`src/nlc_pkg.sv`:
```
// shared types, character codes and the printf specifier table for the literal classifier
package nlc_pkg;

    localparam int SPEC_BUFFER_CHARS_DEFAULT = 4;
    localparam int SPEC_COUNT = 24;
    localparam int SPEC_MAX   = 4;
    localparam int POS_W      = 3;
    localparam int CLASS_W    = 7;

    // class bits in the alive vector
    localparam int CL_DS = 0;
    localparam int CL_DU = 1;
    localparam int CL_OS = 2;
    localparam int CL_OU = 3;
    localparam int CL_HS = 4;
    localparam int CL_HU = 5;
    localparam int CL_FL = 6;

    localparam logic [7:0] CH_ZERO  = 8'h30;
    localparam logic [7:0] CH_SEVEN = 8'h37;
    localparam logic [7:0] CH_EIGHT = 8'h38;
    localparam logic [7:0] CH_NINE  = 8'h39;
    localparam logic [7:0] CH_MINUS = 8'h2d;
    localparam logic [7:0] CH_DOT   = 8'h2e;
    localparam logic [7:0] CH_LA    = 8'h61;
    localparam logic [7:0] CH_LF    = 8'h66;
    localparam logic [7:0] CH_UA    = 8'h41;
    localparam logic [7:0] CH_UF    = 8'h46;
    localparam logic [7:0] CH_LX    = 8'h78;
    localparam logic [7:0] CH_UX    = 8'h58;
    localparam logic [7:0] CH_LK    = 8'h6b;
    localparam logic [7:0] CH_UK    = 8'h4b;
    localparam logic [7:0] CH_LM    = 8'h6d;
    localparam logic [7:0] CH_UM    = 8'h4d;

    typedef struct packed {
        logic [7:0] char_code;
        logic       last_char;
        logic       empty_string;
    } t_char_req;

    typedef struct packed {
        logic is_dec_signed;
        logic is_dec_unsigned;
        logic is_oct_signed;
        logic is_oct_unsigned;
        logic is_hex_signed;
        logic is_hex_unsigned;
        logic is_float_text;
        logic is_kilo_unsigned;
        logic is_mega_unsigned;
        logic is_format_spec;
    } t_flags;

    // candidate specifier: characters right-justified, zero above
    typedef struct packed {
        logic [8*SPEC_MAX-1:0] text;
        logic [POS_W-1:0]      len;
    } t_spec_key;

    localparam logic [8*SPEC_MAX-1:0] SPEC_TEXT [SPEC_COUNT] = '{
        "%c",   "%hhd", "%hhi", "%hd",  "%hi",  "%d",  "%i",  "%ld",
        "%li",  "%f",   "%lf",  "%hhx", "%hho", "%hhu", "%uc", "%hx",
        "%ho",  "%hu",  "%x",   "%o",   "%u",   "%lx", "%lo", "%lu"
    };

    localparam logic [POS_W-1:0] SPEC_LEN [SPEC_COUNT] = '{
        3'd2, 3'd4, 3'd4, 3'd3, 3'd3, 3'd2, 3'd2, 3'd3,
        3'd3, 3'd2, 3'd3, 3'd4, 3'd4, 3'd4, 3'd3, 3'd3,
        3'd3, 3'd3, 3'd2, 3'd2, 3'd2, 3'd3, 3'd3, 3'd3
    };

endpackage

```
`src/numeric_literal_classifier.sv`:
```
// top level of the numeric literal classifier: input register, recognizer, result register
//
//  channel  | handshake                  | payload
//  ---------+----------------------------+-------------------------------------------
//  char in  | i_in_valid / o_in_stall    | i_char_code, i_last_char, i_empty_string
//  flags out| o_out_valid / i_out_stall  | o_is_dec_signed .. o_is_format_spec
//
//  one character request per cycle while o_in_stall is low; the request that ends a
//  string yields its result through the input register, then the result register
//  reset is synchronous, active low, and clears both stage valids and the recognizer
//  a stalled result holds the result register; requests that end no string keep
//  flowing, a string-ending request waits in the input register until the result
//  register frees up
module numeric_literal_classifier import nlc_pkg::*; #(
    parameter int SPEC_BUFFER_CHARS = SPEC_BUFFER_CHARS_DEFAULT
) (
    input  logic       i_clk,
    input  logic       i_rst_n,
    // character requests
    input  logic       i_in_valid,
    output logic       o_in_stall,
    input  logic [7:0] i_char_code,
    input  logic       i_last_char,
    input  logic       i_empty_string,
    // match flags
    output logic       o_out_valid,
    input  logic       i_out_stall,
    output logic       o_is_dec_signed,
    output logic       o_is_dec_unsigned,
    output logic       o_is_oct_signed,
    output logic       o_is_oct_unsigned,
    output logic       o_is_hex_signed,
    output logic       o_is_hex_unsigned,
    output logic       o_is_float_text,
    output logic       o_is_kilo_unsigned,
    output logic       o_is_mega_unsigned,
    output logic       o_is_format_spec
);

    // input register
    logic      r_in_valid;
    t_char_req r_in;

    // result register
    logic      r_out_valid;
    t_flags    r_out_flags;

    logic      has_result;
    logic      out_free;
    logic      proc;
    logic      in_take;
    t_flags    flags;

    // a request that ends a string needs room in the result register
    assign has_result = r_in.last_char | r_in.empty_string;
    assign out_free   = !r_out_valid || !i_out_stall;
    assign proc       = r_in_valid && (!has_result || out_free);
    assign o_in_stall = r_in_valid && !proc;
    assign in_take    = i_in_valid && !o_in_stall;

    nlc_recognizer #(
        .SPEC_BUFFER_CHARS (SPEC_BUFFER_CHARS)
    ) u_recognizer (
        .i_clk     (i_clk),
        .i_rst_n   (i_rst_n),
        .i_advance (proc),
        .i_req     (r_in),
        .o_flags   (flags)
    );

    always_ff @(posedge i_clk) begin
        if (!i_rst_n) begin
            r_in_valid  <= 1'b0;
            r_out_valid <= 1'b0;
        end else begin
            // input stage refills whenever it empties or moves on
            if (in_take) begin
                r_in_valid <= 1'b1;
            end else if (proc) begin
                r_in_valid <= 1'b0;
            end
            // result stage
            if (proc && has_result) begin
                r_out_valid <= 1'b1;
            end else if (!i_out_stall) begin
                r_out_valid <= 1'b0;
            end
        end
    end

    // payload registers, no reset needed
    always_ff @(posedge i_clk) begin
        if (in_take) begin
            r_in.char_code    <= i_char_code;
            r_in.last_char    <= i_last_char;
            r_in.empty_string <= i_empty_string;
        end
        if (proc && has_result) begin
            r_out_flags <= flags;
        end
    end

    assign o_out_valid        = r_out_valid;
    assign o_is_dec_signed    = r_out_flags.is_dec_signed;
    assign o_is_dec_unsigned  = r_out_flags.is_dec_unsigned;
    assign o_is_oct_signed    = r_out_flags.is_oct_signed;
    assign o_is_oct_unsigned  = r_out_flags.is_oct_unsigned;
    assign o_is_hex_signed    = r_out_flags.is_hex_signed;
    assign o_is_hex_unsigned  = r_out_flags.is_hex_unsigned;
    assign o_is_float_text    = r_out_flags.is_float_text;
    assign o_is_kilo_unsigned = r_out_flags.is_kilo_unsigned;
    assign o_is_mega_unsigned = r_out_flags.is_mega_unsigned;
    assign o_is_format_spec   = r_out_flags.is_format_spec;

`ifndef SYNTH
    // a string-ending request that moves on always shows up as a result
    a_result_follows: assert property (@(posedge i_clk) disable iff (!i_rst_n)
        (proc && has_result) |=> r_out_valid)
        else $error("string end did not produce a result");

    // stall on the input side only while a request is held
    a_stall_needs_item: assert property (@(posedge i_clk) disable iff (!i_rst_n)
        o_in_stall |-> r_in_valid)
        else $error("input stalled with empty input register");

    // an empty string gives all flags clear
    a_empty_clear: assert property (@(posedge i_clk) disable iff (!i_rst_n)
        (proc && r_in.empty_string) |=> (r_out_flags == '0))
        else $error("empty string produced a set flag");

    // suffix flags are exclusive
    a_suffix_excl: assert property (@(posedge i_clk) disable iff (!i_rst_n)
        o_out_valid |-> !(o_is_kilo_unsigned && o_is_mega_unsigned))
        else $error("kilo and mega both set");

    // an unsigned decimal is also a signed decimal
    a_dec_nesting: assert property (@(posedge i_clk) disable iff (!i_rst_n)
        (o_out_valid && o_is_dec_unsigned) |-> o_is_dec_signed)
        else $error("unsigned decimal without signed decimal");
`endif

endmodule

```
`src/nlc_spec_match.sv`:
```
// exact match of a short string against the printf specifier table
module nlc_spec_match import nlc_pkg::*; (
    input  t_spec_key i_key,
    output logic      o_match
);

    always_comb begin
        o_match = 1'b0;
        for (int k = 0; k < SPEC_COUNT; k++) begin
            if (SPEC_LEN[k] == i_key.len && SPEC_TEXT[k] == i_key.text) begin
                o_match = 1'b1;
            end
        end
    end

endmodule

```
`src/nlc_recognizer.sv`:
```
// running recognizer state and per-character flag logic for the literal classifier
module nlc_recognizer import nlc_pkg::*; #(
    parameter int SPEC_BUFFER_CHARS = SPEC_BUFFER_CHARS_DEFAULT
) (
    input  logic      i_clk,
    input  logic      i_rst_n,
    input  logic      i_advance,
    input  t_char_req i_req,
    output t_flags    o_flags
);

    logic [POS_W-1:0]   r_pos;
    logic               r_minus;
    logic [CLASS_W-1:0] r_alive;
    logic [1:0]         r_dots;
    logic               r_lzp;
    logic               r_prefix_ok;
    logic [7:0]         r_spec [SPEC_BUFFER_CHARS];

    logic [POS_W-1:0]   n_pos;
    logic               n_minus;
    logic [CLASS_W-1:0] n_alive;
    logic [1:0]         n_dots;
    logic               n_lzp;
    logic               n_prefix_ok;

    logic [7:0]       c;
    logic             dg, oc, hx;
    logic             first_minus;
    logic [POS_W-1:0] j;
    logic [POS_W-1:0] lenr;
    logic [7:0]       cand [SPEC_MAX];
    t_spec_key        key;
    logic             spec_hit;

    assign c  = i_req.char_code;
    assign dg = (c >= CH_ZERO) && (c <= CH_NINE);
    assign oc = (c >= CH_ZERO) && (c <= CH_SEVEN);
    assign hx = dg || (c >= CH_LA && c <= CH_LF) || (c >= CH_UA && c <= CH_UF)
             || c == CH_LX || c == CH_UX;
    assign first_minus = (r_pos == '0) && (c == CH_MINUS);
    assign j = r_pos - {{(POS_W-1){1'b0}}, r_minus};

    always_comb begin
        n_alive = r_alive;
        n_minus = r_minus;
        n_dots  = r_dots;
        n_lzp   = r_lzp;

        // unsigned classes count from the first character
        if (r_pos == '0) begin
            if (!dg || c == CH_ZERO) n_alive[CL_DU] = 1'b0;
            if (c != CH_ZERO) begin
                n_alive[CL_OU] = 1'b0;
                n_alive[CL_HU] = 1'b0;
            end
        end else begin
            if (!dg) n_alive[CL_DU] = 1'b0;
            if (!oc) n_alive[CL_OU] = 1'b0;
            if (r_pos == 3'd1) begin
                if (c != CH_LX) n_alive[CL_HU] = 1'b0;
            end else if (!hx) begin
                n_alive[CL_HU] = 1'b0;
            end
        end

        // signed classes and float count after an optional minus
        if (first_minus) begin
            n_minus = 1'b1;
        end else begin
            if (!dg || (j != '0 && r_lzp)) n_alive[CL_DS] = 1'b0;
            if (j == '0) begin
                if (c != CH_ZERO) begin
                    n_alive[CL_OS] = 1'b0;
                    n_alive[CL_HS] = 1'b0;
                end
            end else begin
                if (!oc) n_alive[CL_OS] = 1'b0;
                if (j == 3'd1) begin
                    if (c != CH_LX) n_alive[CL_HS] = 1'b0;
                end else if (!hx) begin
                    n_alive[CL_HS] = 1'b0;
                end
            end
            if (c == CH_DOT) begin
                if (r_dots != 2'd3) n_dots = r_dots + 2'd1;
            end else if (!dg) begin
                n_alive[CL_FL] = 1'b0;
            end
            if (j == 3'd1 && r_lzp && c != CH_DOT) n_alive[CL_FL] = 1'b0;
            if (j == '0 && c == CH_ZERO) n_lzp = 1'b1;
        end

        n_pos = (r_pos != 3'd7) ? r_pos + 3'd1 : 3'd7;
        lenr  = n_pos - {{(POS_W-1){1'b0}}, n_minus};
        n_prefix_ok = n_alive[CL_DU] || n_alive[CL_OU] || (n_alive[CL_HU] && n_pos >= 3'd2);
    end

    // specifier candidate: stored characters then the current one
    always_comb begin
        for (int m = 0; m < SPEC_MAX; m++) begin
            cand[m] = (3'(m) < r_pos) ? r_spec[m] : c;
        end
        key.len = n_pos;
        case (n_pos)
            3'd1:    key.text = {24'd0, cand[0]};
            3'd2:    key.text = {16'd0, cand[0], cand[1]};
            3'd3:    key.text = {8'd0, cand[0], cand[1], cand[2]};
            3'd4:    key.text = {cand[0], cand[1], cand[2], cand[3]};
            default: key.text = '0;
        endcase
    end

    nlc_spec_match u_spec_match (
        .i_key   (key),
        .o_match (spec_hit)
    );

    always_comb begin
        o_flags = '0;
        if (!i_req.empty_string) begin
            o_flags.is_dec_signed    = n_alive[CL_DS] && lenr >= 3'd1;
            o_flags.is_dec_unsigned  = n_alive[CL_DU];
            o_flags.is_oct_signed    = n_alive[CL_OS] && lenr >= 3'd2;
            o_flags.is_oct_unsigned  = n_alive[CL_OU];
            o_flags.is_hex_signed    = n_alive[CL_HS] && lenr >= 3'd3;
            o_flags.is_hex_unsigned  = n_alive[CL_HU] && n_pos >= 3'd2;
            o_flags.is_float_text    = n_alive[CL_FL] && n_dots <= 2'd1
                                    && !(n_lzp && lenr == 3'd1);
            o_flags.is_kilo_unsigned = (c == CH_LK || c == CH_UK) && r_prefix_ok;
            o_flags.is_mega_unsigned = (c == CH_LM || c == CH_UM) && r_prefix_ok;
            o_flags.is_format_spec   = spec_hit;
        end
    end

    always_ff @(posedge i_clk) begin
        if (!i_rst_n) begin
            r_pos       <= '0;
            r_minus     <= 1'b0;
            r_alive     <= '1;
            r_dots      <= '0;
            r_lzp       <= 1'b0;
            r_prefix_ok <= 1'b0;
        end else if (i_advance) begin
            if (i_req.empty_string || i_req.last_char) begin
                r_pos       <= '0;
                r_minus     <= 1'b0;
                r_alive     <= '1;
                r_dots      <= '0;
                r_lzp       <= 1'b0;
                r_prefix_ok <= 1'b0;
            end else begin
                r_pos       <= n_pos;
                r_minus     <= n_minus;
                r_alive     <= n_alive;
                r_dots      <= n_dots;
                r_lzp       <= n_lzp;
                r_prefix_ok <= n_prefix_ok;
            end
        end
    end

    // character buffer, only positions already written are read
    always_ff @(posedge i_clk) begin
        for (int e = 0; e < SPEC_BUFFER_CHARS; e++) begin
            if (i_advance && !i_req.empty_string && r_pos == 3'(e)) begin
                r_spec[e] <= c;
            end
        end
    end

endmodule
```
`config.mk`:
```
export PLATFORM = sky130hd
export DESIGN_NAME = numeric_literal_classifier
export DESIGN_NICKNAME = d
export VERILOG_FILES = /design/src/nlc_pkg.sv /design/src/numeric_literal_classifier.sv /design/src/nlc_spec_match.sv /design/src/nlc_recognizer.sv
export SDC_FILE = /design/constraint.sdc
export NUM_CORES = 1
export LEC_CHECK = 0
export BUFFER_PORTS_ARGS = -buffer_cell sky130_fd_sc_hd__buf_2
export CORE_MARGIN = 2
export CORE_UTILIZATION = 63
export DETAILED_ROUTE_END_ITERATION = 8
export GPL_TIMING_DRIVEN = 1
export PLACE_DENSITY = 0.83
export SLEW_MARGIN = 30
export SYNTH_ARGS = -nofsm -noshare
export SYNTH_HDL_FRONTEND = slang
export SYNTH_SLANG_ARGS = --single-unit
export TNS_END_PERCENT = 1
```
`constraint.sdc`:
```
create_clock -name i_clk -period 8.3 [get_ports i_clk]
set_clock_uncertainty 0.15 [all_clocks]
set_input_delay 2.075 -clock i_clk [delete_from_list [all_inputs] [get_ports i_clk]]
set_output_delay 2.075 -clock i_clk [all_outputs]
set_load 0.01 [all_outputs]
```
==> summary.md <==
| Metric | Value |
|---|---|
| Cells after DPL | `476` |
| Clk sinks | `69` |
| Pre-CTS WS | `around 3.3 ns` |
| Die height | `83.9 um` |
| Top post-synthesis cells by count | `edfxtp_1 (52), nor2_1 (42), nand2_1 (31), mux2i_1 (29), nor3_1 (21)` |
| Period utilization | `0.600` |
| CP Data Required Time | `6.08 ns` |
| Final Non-Filler Cells | `492` |
| Post-synth EDFFs | `between 50 and 60` |
| CP cell instances | `buf_2 -> nand2_1 -> nor3b_1 -> buf_2` |
| Final TNS setup | `0 ns` |
| Final setup viols | `0` |
| Synth Instances | `395` |
| DRC | `0` |
| Drt via density | `6.74` |
| Initial Utilization | `0.644` |
| Number of global-route vias before repair | `2,920` |
| H-tree depth | `3` |
| Largest net degree at the start of global routing | `24` |
| Status | `finished clean` |
| First-pass GRT wire length | `15.5 mm` |
| Critical path capture point type | `output port` |
| Setup bufs post-CTS | `0` |
| Crit path buf inv count | `2` |
| Most frequent cell after synthesis | `edfxtp_1` |
| WS Path Type | `in2out` |
| Final worst setup slack | `3.32 ns` |
| Worst-Skew Late Latency | `0.35 ns` |
| Num ports | `26` |
| GR Overflow Total | `0` |
| Clock transition at path regs | `~0.070 ns` |
| Diodes inserted | `0` |
| Post-Synthesis Cell Area | `4020 um2` |
| Synth cell types | `68` |
| Period minus WS final | `4.98 ns` |
| Final #Nets | `between 400 and 500` |
| P&R area growth vs syn | `8.25%` |
| Share of cells above drive strength 1 | `0.137` |
| CP max-delay cell | `nor3b_1` |
| Final-report hold violation count | `0` |
| Starting DRC count in detailed routing | `409` |
| Dpl hpwl | `6.81 mm` |
| Largest fanout on the critical path | `4` |
| CTS Hold Buffers Added | `0` |
| Post-synthesis async set-or-reset flop share | `0` |
| Synth top area share | `0.389` |
| Drt pass-1 iters | `6` |
| Mapped Nets | `417` |
| Cell mode on critical path | `buf_2` |
| Hold Crit Class | `reg2reg` |
| ANT nets after route | `0` |
| Setup slack, reg-to-reg | `4.25 ns` |
| Max stage delay on crit path | `0.33 ns` |
| Routed wire length | `slightly below 10 mm` |
| Final Core Density | `0.697` |
| Critical path's top delay family | `simple AND/OR/NAND/NOR gates` |
| Core Box Area | `6240 um2` |
| Relative slew slack | `0.418` |
| Die X-Extent | `83.9 um` |
| Fin. max-slew vios | `0` |
| Synth Register Bits | `69` |
| CTS Buf Count | `9` |
| Design area | `between 4000 and 5000 um2` |
| Clk buf depth | `2` |
| Worst slew pin tran | `0.872 ns` |
| Root buffer cell | `clkbuf_8` |
| CTS resizes | `0` |
| Vias | `3,317` |
| CP arrival | `approximately 2.8 ns` |
| Top cells by area, synth | `edfxtp_1 (39%), dfxtp_1 (8.5%), mux2i_1 (7.2%)` |
| Synth area leader | `edfxtp_1` |
| Max-cap violations | `0` |
| Syn. warnings | `0` |
| Routability cong. | `0.964` |
| Antenna violations before repair | `0` |
| Port bufs | `25` |
| Overall die area | `7030 um2` |
| Max Clk Rate | `201 MHz` |
| Mapped Avg Cell Area | `10.2 um2` |
| Crit start category | `input port` |
| Post-synthesis sequential area ratio | `0.473` |
| WL per Instance | `20.1 um` |
| Leak | `1.53 nW` |
| Power Density | `173 nW/um2` |
| Ys flop type | `edfxtp_1` |
| GRT Resource Usage Total | `0.286` |
| Post-DP Area | `4130 um2` |
| CTS tree | `done` |
| Peak supply drop | `around 130 uV` |
| Row cnt | `29` |
| RSZ-0062 raised after global routing | `no` |
through the flow:
stage	hold slack [ns]	power, mW
after floorplan	0.268	0.445
after global placement	0.280	0.464
after detailed placement	0.289	0.466
after CTS	0.314	0.755
after global routing	0.357	0.777
final	0.310	0.753
final timing paths:
check                                        from                              endpoint  cells after the start
max                                   i_out_stall                            o_in_stall                      4
min          u_recognizer.r_alive[4]$_SDFFE_PN1P_  u_recognizer.r_alive[4]$_SDFFE_PN1P_                      1
max reg2reg    u_recognizer.r_pos[1]$_SDFFE_PN0P_        o_is_format_spec$_SDFFCE_PP0P_                     10
min reg2reg  u_recognizer.r_alive[4]$_SDFFE_PN1P_  u_recognizer.r_alive[4]$_SDFFE_PN1P_                      1
power by group:
part	leakage, nW	total (mW)	internal (mW)	switching (mW)
Clock	0.105	0.292	0.167	0.125
Sequential	0.620	0.397	0.380	0.0170
Combinational	0.803	0.0635	0.0259	0.0376
routing by layer:
metal	wire length, um	global-route usage
met1	4400	0.433
met2	4200	0.385
met4	231	0.116
met5	0	0
met3	1050	0.0811
cell families (layout without fill, tap and decap cells):
logic type,after synthesis,after routing,synth area share
adders and majority gates,8,8,0.0249
muxes,30,30,0.0751
AOI/OAI and AO/OA,90,90,0.160
and+or+nand+nor,166,166,0.222
DFF,69,69,0.473
buffers and inverters,28,48,0.0364
xor gates and xnor gates,4,4,0.00872
sequential cells by signal, indices dropped and copies added, names as in the netlist, 2 cells and up:
| signal | cells |
|---|---|
| u_recognizer.r_spec | 32 |
| u_recognizer.r_alive | 7 |
| r_in | 10 |
| u_recognizer.r_dots | 2 |
| u_recognizer.r_pos | 3 |
layout make-up:
cell class                 instances  area, um2
clock buffer                       9        124
sequential                        69       1900
fill                             482       1890
inverter                           5       18.8
tap                               77       96.3
clock inverter                     7       88.8
timing repair buffer              27        140
multi-input combinational        298       1980
placed cells by master (no fill, tap or decap), types with 4 or more instances in the layout:
cell      Yosys  final
o22ai_1      12     12
buf_2         3     25
a211oi_1      4      4
ha_1          8      8
mux2i_1      29     29
nor2b_1       7      7
o21ai_0      13     12
nor3b_1       4      4
nand4_1       4      4
nand3_1      12     12
nor3_1       21     19
and2_1        9      9
a211o_1       4      4
clkbuf_8      0      9
inv_1         5      5
nand2_1      31     31
or3_1         4      4
nor2_1       42     42
dfxtp_1      17     17
xnor2_1       4      4
a21oi_1      19     19
edfxtp_1     52     52
nor4_1        4      4
worst reg2reg max path: stages, from the launching register on:
cell and delay, ns:
dfxtp_1 0.88, inv_1 0.23, ha_1 0.47, nor4b_2 0.46
a311o_1 0.30, a221oi_2 0.15, or3_1 0.47, o22ai_1 0.17
a211oi_1 0.11, a21boi_0 0.14, o32ai_1 0.32
Note: power is estimated with default switching activity, not from simulation.
